## config.mk

```make
export PLATFORM = sky130hd
export DESIGN_NAME = scan_code_to_ascii_with_fifo
export DESIGN_NICKNAME = d
export VERILOG_FILES = /design/src/rtl/core/scta_pkg.sv /design/src/rtl/core/scan_code_to_ascii_with_fifo.sv
export SDC_FILE = /design/constraint.sdc
export NUM_CORES = 1
export LEC_CHECK = 0
export BUFFER_PORTS_ARGS = -buffer_cell sky130_fd_sc_hd__buf_2
export CAP_MARGIN = 20
export CORE_MARGIN = 2
export CORE_UTILIZATION = 56
export CTS_CLUSTER_SIZE = 14
export DETAILED_ROUTE_END_ITERATION = 7
export GPL_ROUTABILITY_DRIVEN = 0
export PLACE_DENSITY = 0.85
export SLEW_MARGIN = 20
export SYNTH_ARGS = -nofsm -noshare
export SYNTH_HDL_FRONTEND = slang
export SYNTH_SLANG_ARGS = --single-unit
```

## constraint.sdc

```tcl
create_clock -name i_clk -period 3 [get_ports i_clk]
set_input_delay 0.3 -clock i_clk [delete_from_list [all_inputs] [get_ports i_clk]]
set_output_delay 0.3 -clock i_clk [all_outputs]
set_load 0.05 [all_outputs]
```

## src/rtl/core/scta_pkg.sv

```systemverilog
`timescale 1ns / 1ps
// Shared types, constants and key maps of the scan code decoder.
package scta_pkg;

    localparam int FIFO_DEPTH        = 16;
    localparam int PTR_W             = (FIFO_DEPTH > 1) ? $clog2(FIFO_DEPTH) : 1;
    localparam int KEY_TABLE_ENTRIES = 60;
    localparam int KEY_IDX_W         = $clog2(KEY_TABLE_ENTRIES);

    localparam logic [7:0] CODE_RELEASE_BIT = 8'h80;
    localparam logic [7:0] CODE_LSHIFT_UP   = 8'hAA;
    localparam logic [7:0] CODE_RSHIFT_UP   = 8'hB6;
    localparam logic [7:0] CODE_LSHIFT_DN   = 8'h2A;
    localparam logic [7:0] CODE_RSHIFT_DN   = 8'h36;
    localparam logic [7:0] CODE_CAPS_DN     = 8'h3A;

    typedef logic [PTR_W-1:0] t_ptr;

    typedef enum logic {
        OP_SCAN = 1'b0,
        OP_READ = 1'b1
    } t_op;

    // Status of one word waiting for its read data from the store.
    typedef struct packed {
        logic char_valid;
        logic fifo_empty;
        logic dropped;
    } t_result;

    // Spanish layout, unshifted. Codes past the printed keys map to zero.
    localparam logic [7:0] PLAIN_MAP [0:KEY_TABLE_ENTRIES-1] = '{
        8'h1B, 8'h40, 8'h31, 8'h32, 8'h33, 8'h34, 8'h35, 8'h36,
        8'h37, 8'h38, 8'h39, 8'h30, 8'h23, 8'h2A, 8'h08, 8'h09,
        8'h71, 8'h77, 8'h65, 8'h72, 8'h74, 8'h79, 8'h75, 8'h69,
        8'h6F, 8'h70, 8'h60, 8'h2B, 8'h0A, 8'h40,
        8'h61, 8'h73, 8'h64, 8'h66, 8'h67, 8'h68, 8'h6A, 8'h6B,
        8'h6C, 8'h7B, 8'h23, 8'h7D, 8'h40, 8'h3C,
        8'h7A, 8'h78, 8'h63, 8'h76, 8'h62, 8'h6E, 8'h6D, 8'h2C,
        8'h2E, 8'h2D, 8'h40, 8'h40, 8'h40, 8'h20,
        8'h00, 8'h00
    };

    // Spanish layout, shifted.
    localparam logic [7:0] SHIFTED_MAP [0:KEY_TABLE_ENTRIES-1] = '{
        8'h1B, 8'h23, 8'h21, 8'h22, 8'h2D, 8'h24, 8'h25, 8'h26,
        8'h2F, 8'h28, 8'h29, 8'h3D, 8'h3F, 8'h40, 8'h08, 8'h09,
        8'h51, 8'h57, 8'h45, 8'h52, 8'h54, 8'h59, 8'h55, 8'h49,
        8'h4F, 8'h50, 8'h5E, 8'h2A, 8'h0A, 8'h40,
        8'h41, 8'h53, 8'h44, 8'h46, 8'h47, 8'h48, 8'h4A, 8'h4B,
        8'h4C, 8'h22, 8'h2B, 8'h40, 8'h40, 8'h3E,
        8'h5A, 8'h58, 8'h43, 8'h56, 8'h42, 8'h4E, 8'h4D, 8'h3B,
        8'h3A, 8'h5F, 8'h40, 8'h40, 8'h40, 8'h20,
        8'h00, 8'h00
    };

    // Ring pointer step with wrap at the store depth.
    function automatic t_ptr ptr_advance(input t_ptr p);
        t_ptr result;
        if (p == t_ptr'(FIFO_DEPTH - 1)) begin
            result = '0;
        end else begin
            result = p + t_ptr'(1);
        end
        return result;
    endfunction

endpackage

```

## src/rtl/core/scan_code_to_ascii_with_fifo.sv

```systemverilog
`timescale 1ns / 1ps
// Set-1 scan code to ASCII decoder with a character FIFO held in a small RAM.
//
// The input channel (i_in_valid / o_in_stall) carries one word per cycle unless
// stalled: a scan code arriving from the keyboard (i_operation = scan) or a request
// to pop one character (i_operation = read). Shift and caps lock presses update the
// modifier flags; other pressed keys are mapped through the Spanish key map and
// pushed into a 16-entry character store. A push into a full FIFO is dropped and
// reported through o_dropped; a read of an empty FIFO returns o_char_valid = 0.
//
// Every input word produces exactly one output word on (o_out_valid / i_out_stall).
// The store is a synchronous RAM whose read data is registered in the read stage,
// and the result then goes on to the output register that drives the outputs.
// Pointers and flags are updated at the accept edge, so a new word can be taken
// every cycle while o_in_stall is low, and the sustained rate is one word per
// cycle when the receiver does not stall.
//
// The result passes a read stage and an output register. When the receiver stalls,
// the output register holds and the read stage can still take one more word; the
// input stalls only when both are full. Reset (synchronous, active low) empties
// the FIFO, clears shift and caps, and discards words in flight. The RAM itself
// needs no clearing pass: only written entries are ever popped.
module scan_code_to_ascii_with_fifo (
    input  logic       i_clk,
    input  logic       i_rst_n,
    input  logic       i_in_valid,
    output logic       o_in_stall,
    input  logic       i_operation,
    input  logic [7:0] i_scan_code,
    output logic       o_out_valid,
    input  logic       i_out_stall,
    output logic       o_char_valid,
    output logic [7:0] o_char_out,
    output logic       o_fifo_empty,
    output logic       o_dropped
);

    // Character store.
    logic [7:0] r_store [0:scta_pkg::FIFO_DEPTH-1];

    // Control state.
    scta_pkg::t_ptr r_wp, n_wp;
    scta_pkg::t_ptr r_rp, n_rp;
    logic           r_shift, n_shift;
    logic           r_caps,  n_caps;

    // Read stage: status plus the registered RAM output.
    logic              r_s1_valid;
    scta_pkg::t_result r_s1;
    scta_pkg::t_result n_s1;
    logic [7:0]        r_rd_data;

    // Output register.
    logic              r_out_valid;
    scta_pkg::t_result r_out;
    logic [7:0]        r_out_char;

    logic       w_in_accept;
    logic       w_s1_move;
    logic       w_is_read;
    logic       w_pop;
    logic       w_push_req;
    logic       w_push_en;
    logic       w_drop;
    logic [7:0] w_key_char;
    scta_pkg::t_ptr w_wp_next;
    logic [scta_pkg::KEY_IDX_W-1:0] w_key_idx;

    // The read stage drains whenever the output register is free or being taken.
    assign w_s1_move   = r_s1_valid && (!r_out_valid || !i_out_stall);
    assign o_in_stall  = r_s1_valid && r_out_valid && i_out_stall;
    assign w_in_accept = i_in_valid && !o_in_stall;
    assign w_is_read   = (i_operation == scta_pkg::OP_READ);

    // Key map lookup; the index is only used when the code lies inside the map.
    assign w_key_idx  = i_scan_code[scta_pkg::KEY_IDX_W-1:0];
    assign w_key_char = (r_shift != r_caps) ? scta_pkg::SHIFTED_MAP[w_key_idx]
                                            : scta_pkg::PLAIN_MAP[w_key_idx];
    assign w_wp_next  = scta_pkg::ptr_advance(r_wp);

    // Decode of one accepted word: modifier updates, push or pop.
    always_comb begin
        n_shift    = r_shift;
        n_caps     = r_caps;
        n_wp       = r_wp;
        n_rp       = r_rp;
        w_pop      = 1'b0;
        w_push_req = 1'b0;
        if (w_in_accept) begin
            if (w_is_read) begin
                if (r_wp != r_rp) begin
                    w_pop = 1'b1;
                    n_rp  = scta_pkg::ptr_advance(r_rp);
                end
            end else begin
                priority if ((i_scan_code & scta_pkg::CODE_RELEASE_BIT) != 8'h00) begin
                    if (i_scan_code == scta_pkg::CODE_LSHIFT_UP ||
                        i_scan_code == scta_pkg::CODE_RSHIFT_UP) begin
                        n_shift = 1'b0;
                    end
                end else if (i_scan_code == scta_pkg::CODE_LSHIFT_DN ||
                             i_scan_code == scta_pkg::CODE_RSHIFT_DN) begin
                    n_shift = 1'b1;
                end else if (i_scan_code == scta_pkg::CODE_CAPS_DN) begin
                    n_caps = !r_caps;
                end else if (i_scan_code < 8'(scta_pkg::KEY_TABLE_ENTRIES)) begin
                    w_push_req = 1'b1;
                end else begin
                    w_push_req = 1'b0;
                end
            end
        end
        // A full FIFO keeps one slot open; pushing into it is refused.
        w_drop    = w_push_req && (w_wp_next == r_rp);
        w_push_en = w_push_req && !w_drop;
        if (w_push_en) begin
            n_wp = w_wp_next;
        end
        n_s1.char_valid = w_pop;
        n_s1.fifo_empty = (n_wp == n_rp);
        n_s1.dropped    = w_drop;
    end

    // RAM write port.
    always_ff @(posedge i_clk) begin
        if (w_push_en) begin
            r_store[r_wp] <= w_key_char;
        end
    end

    // RAM read port. The data is held until the read stage drains, because a
    // new word is accepted only in a cycle in which the stage moves on.
    always_ff @(posedge i_clk) begin
        if (w_in_accept && w_is_read) begin
            r_rd_data <= r_store[r_rp];
        end
    end

    // Pointers and modifier flags.
    always_ff @(posedge i_clk) begin
        if (!i_rst_n) begin
            r_wp    <= '0;
            r_rp    <= '0;
            r_shift <= 1'b0;
            r_caps  <= 1'b0;
        end else begin
            r_wp    <= n_wp;
            r_rp    <= n_rp;
            r_shift <= n_shift;
            r_caps  <= n_caps;
        end
    end

    // Read stage.
    always_ff @(posedge i_clk) begin
        if (!i_rst_n) begin
            r_s1_valid <= 1'b0;
        end else if (w_in_accept) begin
            r_s1_valid <= 1'b1;
        end else if (w_s1_move) begin
            r_s1_valid <= 1'b0;
        end
    end

    always_ff @(posedge i_clk) begin
        if (w_in_accept) begin
            r_s1 <= n_s1;
        end
    end

    // Output register.
    always_ff @(posedge i_clk) begin
        if (!i_rst_n) begin
            r_out_valid <= 1'b0;
        end else if (w_s1_move) begin
            r_out_valid <= 1'b1;
        end else if (!i_out_stall) begin
            r_out_valid <= 1'b0;
        end
    end

    always_ff @(posedge i_clk) begin
        if (w_s1_move) begin
            r_out      <= r_s1;
            r_out_char <= r_s1.char_valid ? r_rd_data : 8'h00;
        end
    end

    assign o_out_valid  = r_out_valid;
    assign o_char_valid = r_out.char_valid;
    assign o_char_out   = r_out_char;
    assign o_fifo_empty = r_out.fifo_empty;
    assign o_dropped    = r_out.dropped;

    // A read of a non-empty FIFO must come out of the read stage as a character.
    assert property (@(posedge i_clk) disable iff (!i_rst_n)
        (w_in_accept && w_is_read && (r_wp != r_rp)) |=> (r_s1_valid && r_s1.char_valid))
        else $error("pop of a non-empty FIFO lost its character flag");

    // While a popped character waits in the read stage, its RAM data must hold.
    assert property (@(posedge i_clk) disable iff (!i_rst_n)
        (r_s1_valid && r_s1.char_valid && !w_s1_move) |=> (r_s1_valid && $stable(r_rd_data)))
        else $error("read data changed while the read stage was held");

    // A dropped push leaves the write pointer where it was.
    assert property (@(posedge i_clk) disable iff (!i_rst_n)
        w_drop |=> (r_wp == $past(r_wp)))
        else $error("write pointer moved on a dropped push");

    // A drop report never comes with a character.
    assert property (@(posedge i_clk) disable iff (!i_rst_n)
        (o_out_valid && o_dropped) |-> (!o_char_valid && (o_char_out == 8'h00)))
        else $error("dropped word also carries a character");

endmodule

```

==> metrics.cfg <==
[yosys]
ys_top_cells_by_count = 132 x edfxtp_1, 40 x nor2_1, 39 x nand2_1
synth_edf_count = 132
ys_seq_area_share_pct = 59.8
synth.distinct_cells = 59
synth_area_leaders = edfxtp_1 56%, mux4_2 12%, dfxtp_1 3.4%
ys_ff_latch = 144
post_synth_inst_count = 514
async_reset_ff_share_pct = 0
synthesis.nets = 539
synth_ff_type = edfxtp_1
yosysTopAreaCell = edfxtp_1
ys.warnings.count = 0
syn_area_per_cell_um2 = 13.7
syn-cell-area_mm2 = 0.00704
synth.most_common_cell = edfxtp_1
yosysTopAreaCellShare_pct = 56.3

[global_routing]
grt_max_degree = 33
grt_antenna_before_repair = 0
grt-ovfl-total = 0
grt_pass1_vias = 4554
grt_pass1_wl_mm = 25.4
grtUsageTotal_pct = 26.0

[job]
drv_cap = 0

[critical_path]
start_kind = flop
worstReg2RegEnd = r_s1[1]$_DFFE_PP_
crit_required_ns = 3.21
arrival_ns = 2.87
ff2ff_path_depth = 8
end_kind = flop
path_class = reg -> reg
ff2ff_setup_slack_ns = 0.34
cp_max_fo = 10
reg2reg_from = r_wp[1]$_SDFF_PN0_

[sta]
hold_viol_final = 0
finalSetupTns_ns = 0
maxSlewHeadroom_pct = 50.3
tightestPinTransition_ns = 0.744
period_needed_ns = 2.66
slew_violations = 0
grt_setup_unrepaired = false
clock_skew_ns = 0.00636
whs_ns = 0.146
fmax_mhz = 377
fin_crit_sh_pct = 88.5
setup_viol = 0

[clocking]
cts_buffer_depth = 2
cts_setup_buffers = 0
cts_tree = yes
cts_max_level = 4
numCtsBuffers = 17
ctsHoldBuffers = 0
clkLatencyLatePin_ns = 0.41
cts.sinks = 144
path_clk_slew_ns = 0.05
cts_resized = 0
cts_root_buffer = clkbuf_16

[drt]
highest_layer = met4
wl_met2_mm = 8.52
vias_per_cell = 6.40
ant_nets = 0
routed_wl_mm = 16.6
drtPass1Iterations = 6
num_vias = 4737
met3_length_mm = 1.49
wl_met1_mm = 6.13
wl_per_cell_um = 22.4
drc = 0
drt_iter0_drc = 616

[pwr]
p_clk_share_pct = 41.7
vdd.ir_drop.worst_v = 0.000424
p_leak_nw = 2.71
powerDensity_mw_per_mm2 = 558
netSwitchingPower_w = 0.00102
switching_share_pct = 22.6
power_frac_comb_pct = 8.3
p_seq_share_pct = 50.0
intPower_w = 0.00348

[placed_design]
hpwlAfterDp_mm = 10.9
io_buffers = 24

[cells_and_area]
multi_input_area_mm2 = 0.00265
fillers = 834
syn_to_final_growth_pct = 14.5
regArea_mm2 = 0.00421
drive_gt1_share_pct = 24.1
antenna_cells = 0
nNetsFinal = 585

[worst_hold_path]
hold_end = r_s1_valid$_SDFFE_PN0P_
hold_depth = 2
min_from = i_in_valid
hold_class = in -> reg

[outcome]
outcome = completed

[floorplan]
initial_core_util_pct = 57.8
ios = 26
core-area_mm2 = 0.0122
chipWidth_um = 116
die_height_um = 116
num_rows = 40
design.die.area_mm2 = 0.0135

-- layer usage --
layer  up-vias  global-route usage [%]
met5         -                       0
met4         0                    9.13
met3        38                    6.64
met2       292                    44.3
met1      2312                    32.5
li1       2095                       -
-- power groups by stage --
| stage | logic [W] | registers (W) | clock network, W |
|---|---|---|---|
| final | 0.000371 | 0.00225 | 0.00187 |
| after global routing | 0.000397 | 0.00225 | 0.00196 |
| after CTS | 0.000360 | 0.00225 | 0.00188 |
| after detailed placement | 0.000358 | 0.00229 | 0 |
| after global placement | 0.000342 | 0.00229 | 0 |
| after floorplan | 0.000216 | 0.00231 | 0 |
-- placed cells by master, fill, tap and decap left out, types with 8 or more instances in the layout --
| master | n |
|---|---|
| edfxtp_1 | 132 |
| nor2_1 | 40 |
| buf_4 | 40 |
| nand2_1 | 39 |
| mux4_2 | 37 |
| a21oi_1 | 28 |
| buf_2 | 24 |
| clkbuf_16 | 17 |
| and2_1 | 15 |
| o21ai_0 | 14 |
| ha_1 | 12 |
| inv_1 | 11 |
| a31oi_1 | 11 |
| xnor2_1 | 11 |
| dfxtp_1 | 11 |
| nand3_1 | 9 |
| a211oi_1 | 8 |
| nor3_1 | 8 |
-- through the flow --
| step | total power (W) | cells | instance area, um2 | setup WS [ns] | util [%] |
|---|---|---|---|---|---|
| floorplan | 0.00253 | 514 | 7040 | 0.0801 | - |
| global placement | 0.00263 | 709 | 7520 | 0.294 | 61.8 |
| detailed placement | 0.00265 | 709 | 7520 | 0.158 | 61.8 |
| CTS | 0.00449 | 740 | 8050 | 0.352 | 66.2 |
| global route | 0.00460 | 740 | 8060 | 0.240 | 66.3 |
| finish | 0.00450 | 740 | 8060 | 0.345 | 66.3 |
-- cell families after synthesis --
logic type | after synthesis | synth area share, %
XOR/XNOR | 18 | 2.35
multiplexers | 42 | 12.6
AND/OR/NAND/NOR | 142 | 9.76
adder cells (fa/ha/maj) | 12 | 2.13
buffers and inverters | 48 | 2.85
AO/OA/AOI/OAI | 107 | 10.5
other | 1 | 0.0533
flip-flops | 144 | 59.8
-- state kept, by name, summed over array words and instances (netlist names) --
| name | flops |
|---|---|
| r_rd_data | 7 |
| o_char_out | 7 |
| r_wp | 4 |
| o_out_valid | 1 |
| r_s1_valid | 1 |
| r_rp | 4 |
| r_s1 | 3 |
| o_char_valid | 1 |
| o_dropped | 1 |
| r_caps | 1 |
| o_fifo_empty | 1 |
| r_store | 112 |
| r_shift | 1 |
-- critical path, stage by stage (launching register included) --
cell	delay (ns)
dfxtp_1	0.55
ha_1	0.32
a21oi_1	0.06
o22a_2	0.25
xnor2_2	0.17
a41oi_4	0.40
mux2i_1	0.30
xor2_1	0.11
a2111oi_2	0.30
-- how the worst max path moves through the flow --
stage / start / endpoint / slack, ns / cells past startpoint
after floorplan: i_scan_code[1] / r_store[0][4]$_DFFE_PP_ / 0.08 / 7
after global placement: i_scan_code[0] / r_store[4][0]$_DFFE_PP_ / 0.29 / 9
after detailed placement: i_scan_code[0] / r_store[2][0]$_DFFE_PP_ / 0.16 / 9
after CTS: r_wp[1]$_SDFF_PN0_ / r_s1[1]$_DFFE_PP_ / 0.35 / 8
after global routing: r_wp[1]$_SDFF_PN0_ / r_s1[1]$_DFFE_PP_ / 0.24 / 8
final: r_wp[1]$_SDFF_PN0_ / r_s1[1]$_DFFE_PP_ / 0.34 / 8
-- layout make-up --
class | instances | share of cell area [%]
multi-input combinational | 322 | 32.9
sequential | 144 | 52.2
inverter | 11 | 0.512
tap | 168 | 2.61
clock buffer | 18 | 5.33
timing repair buffer | 64 | 5.22
clock inverter | 13 | 1.23
(Power assumes the default switching activity.)
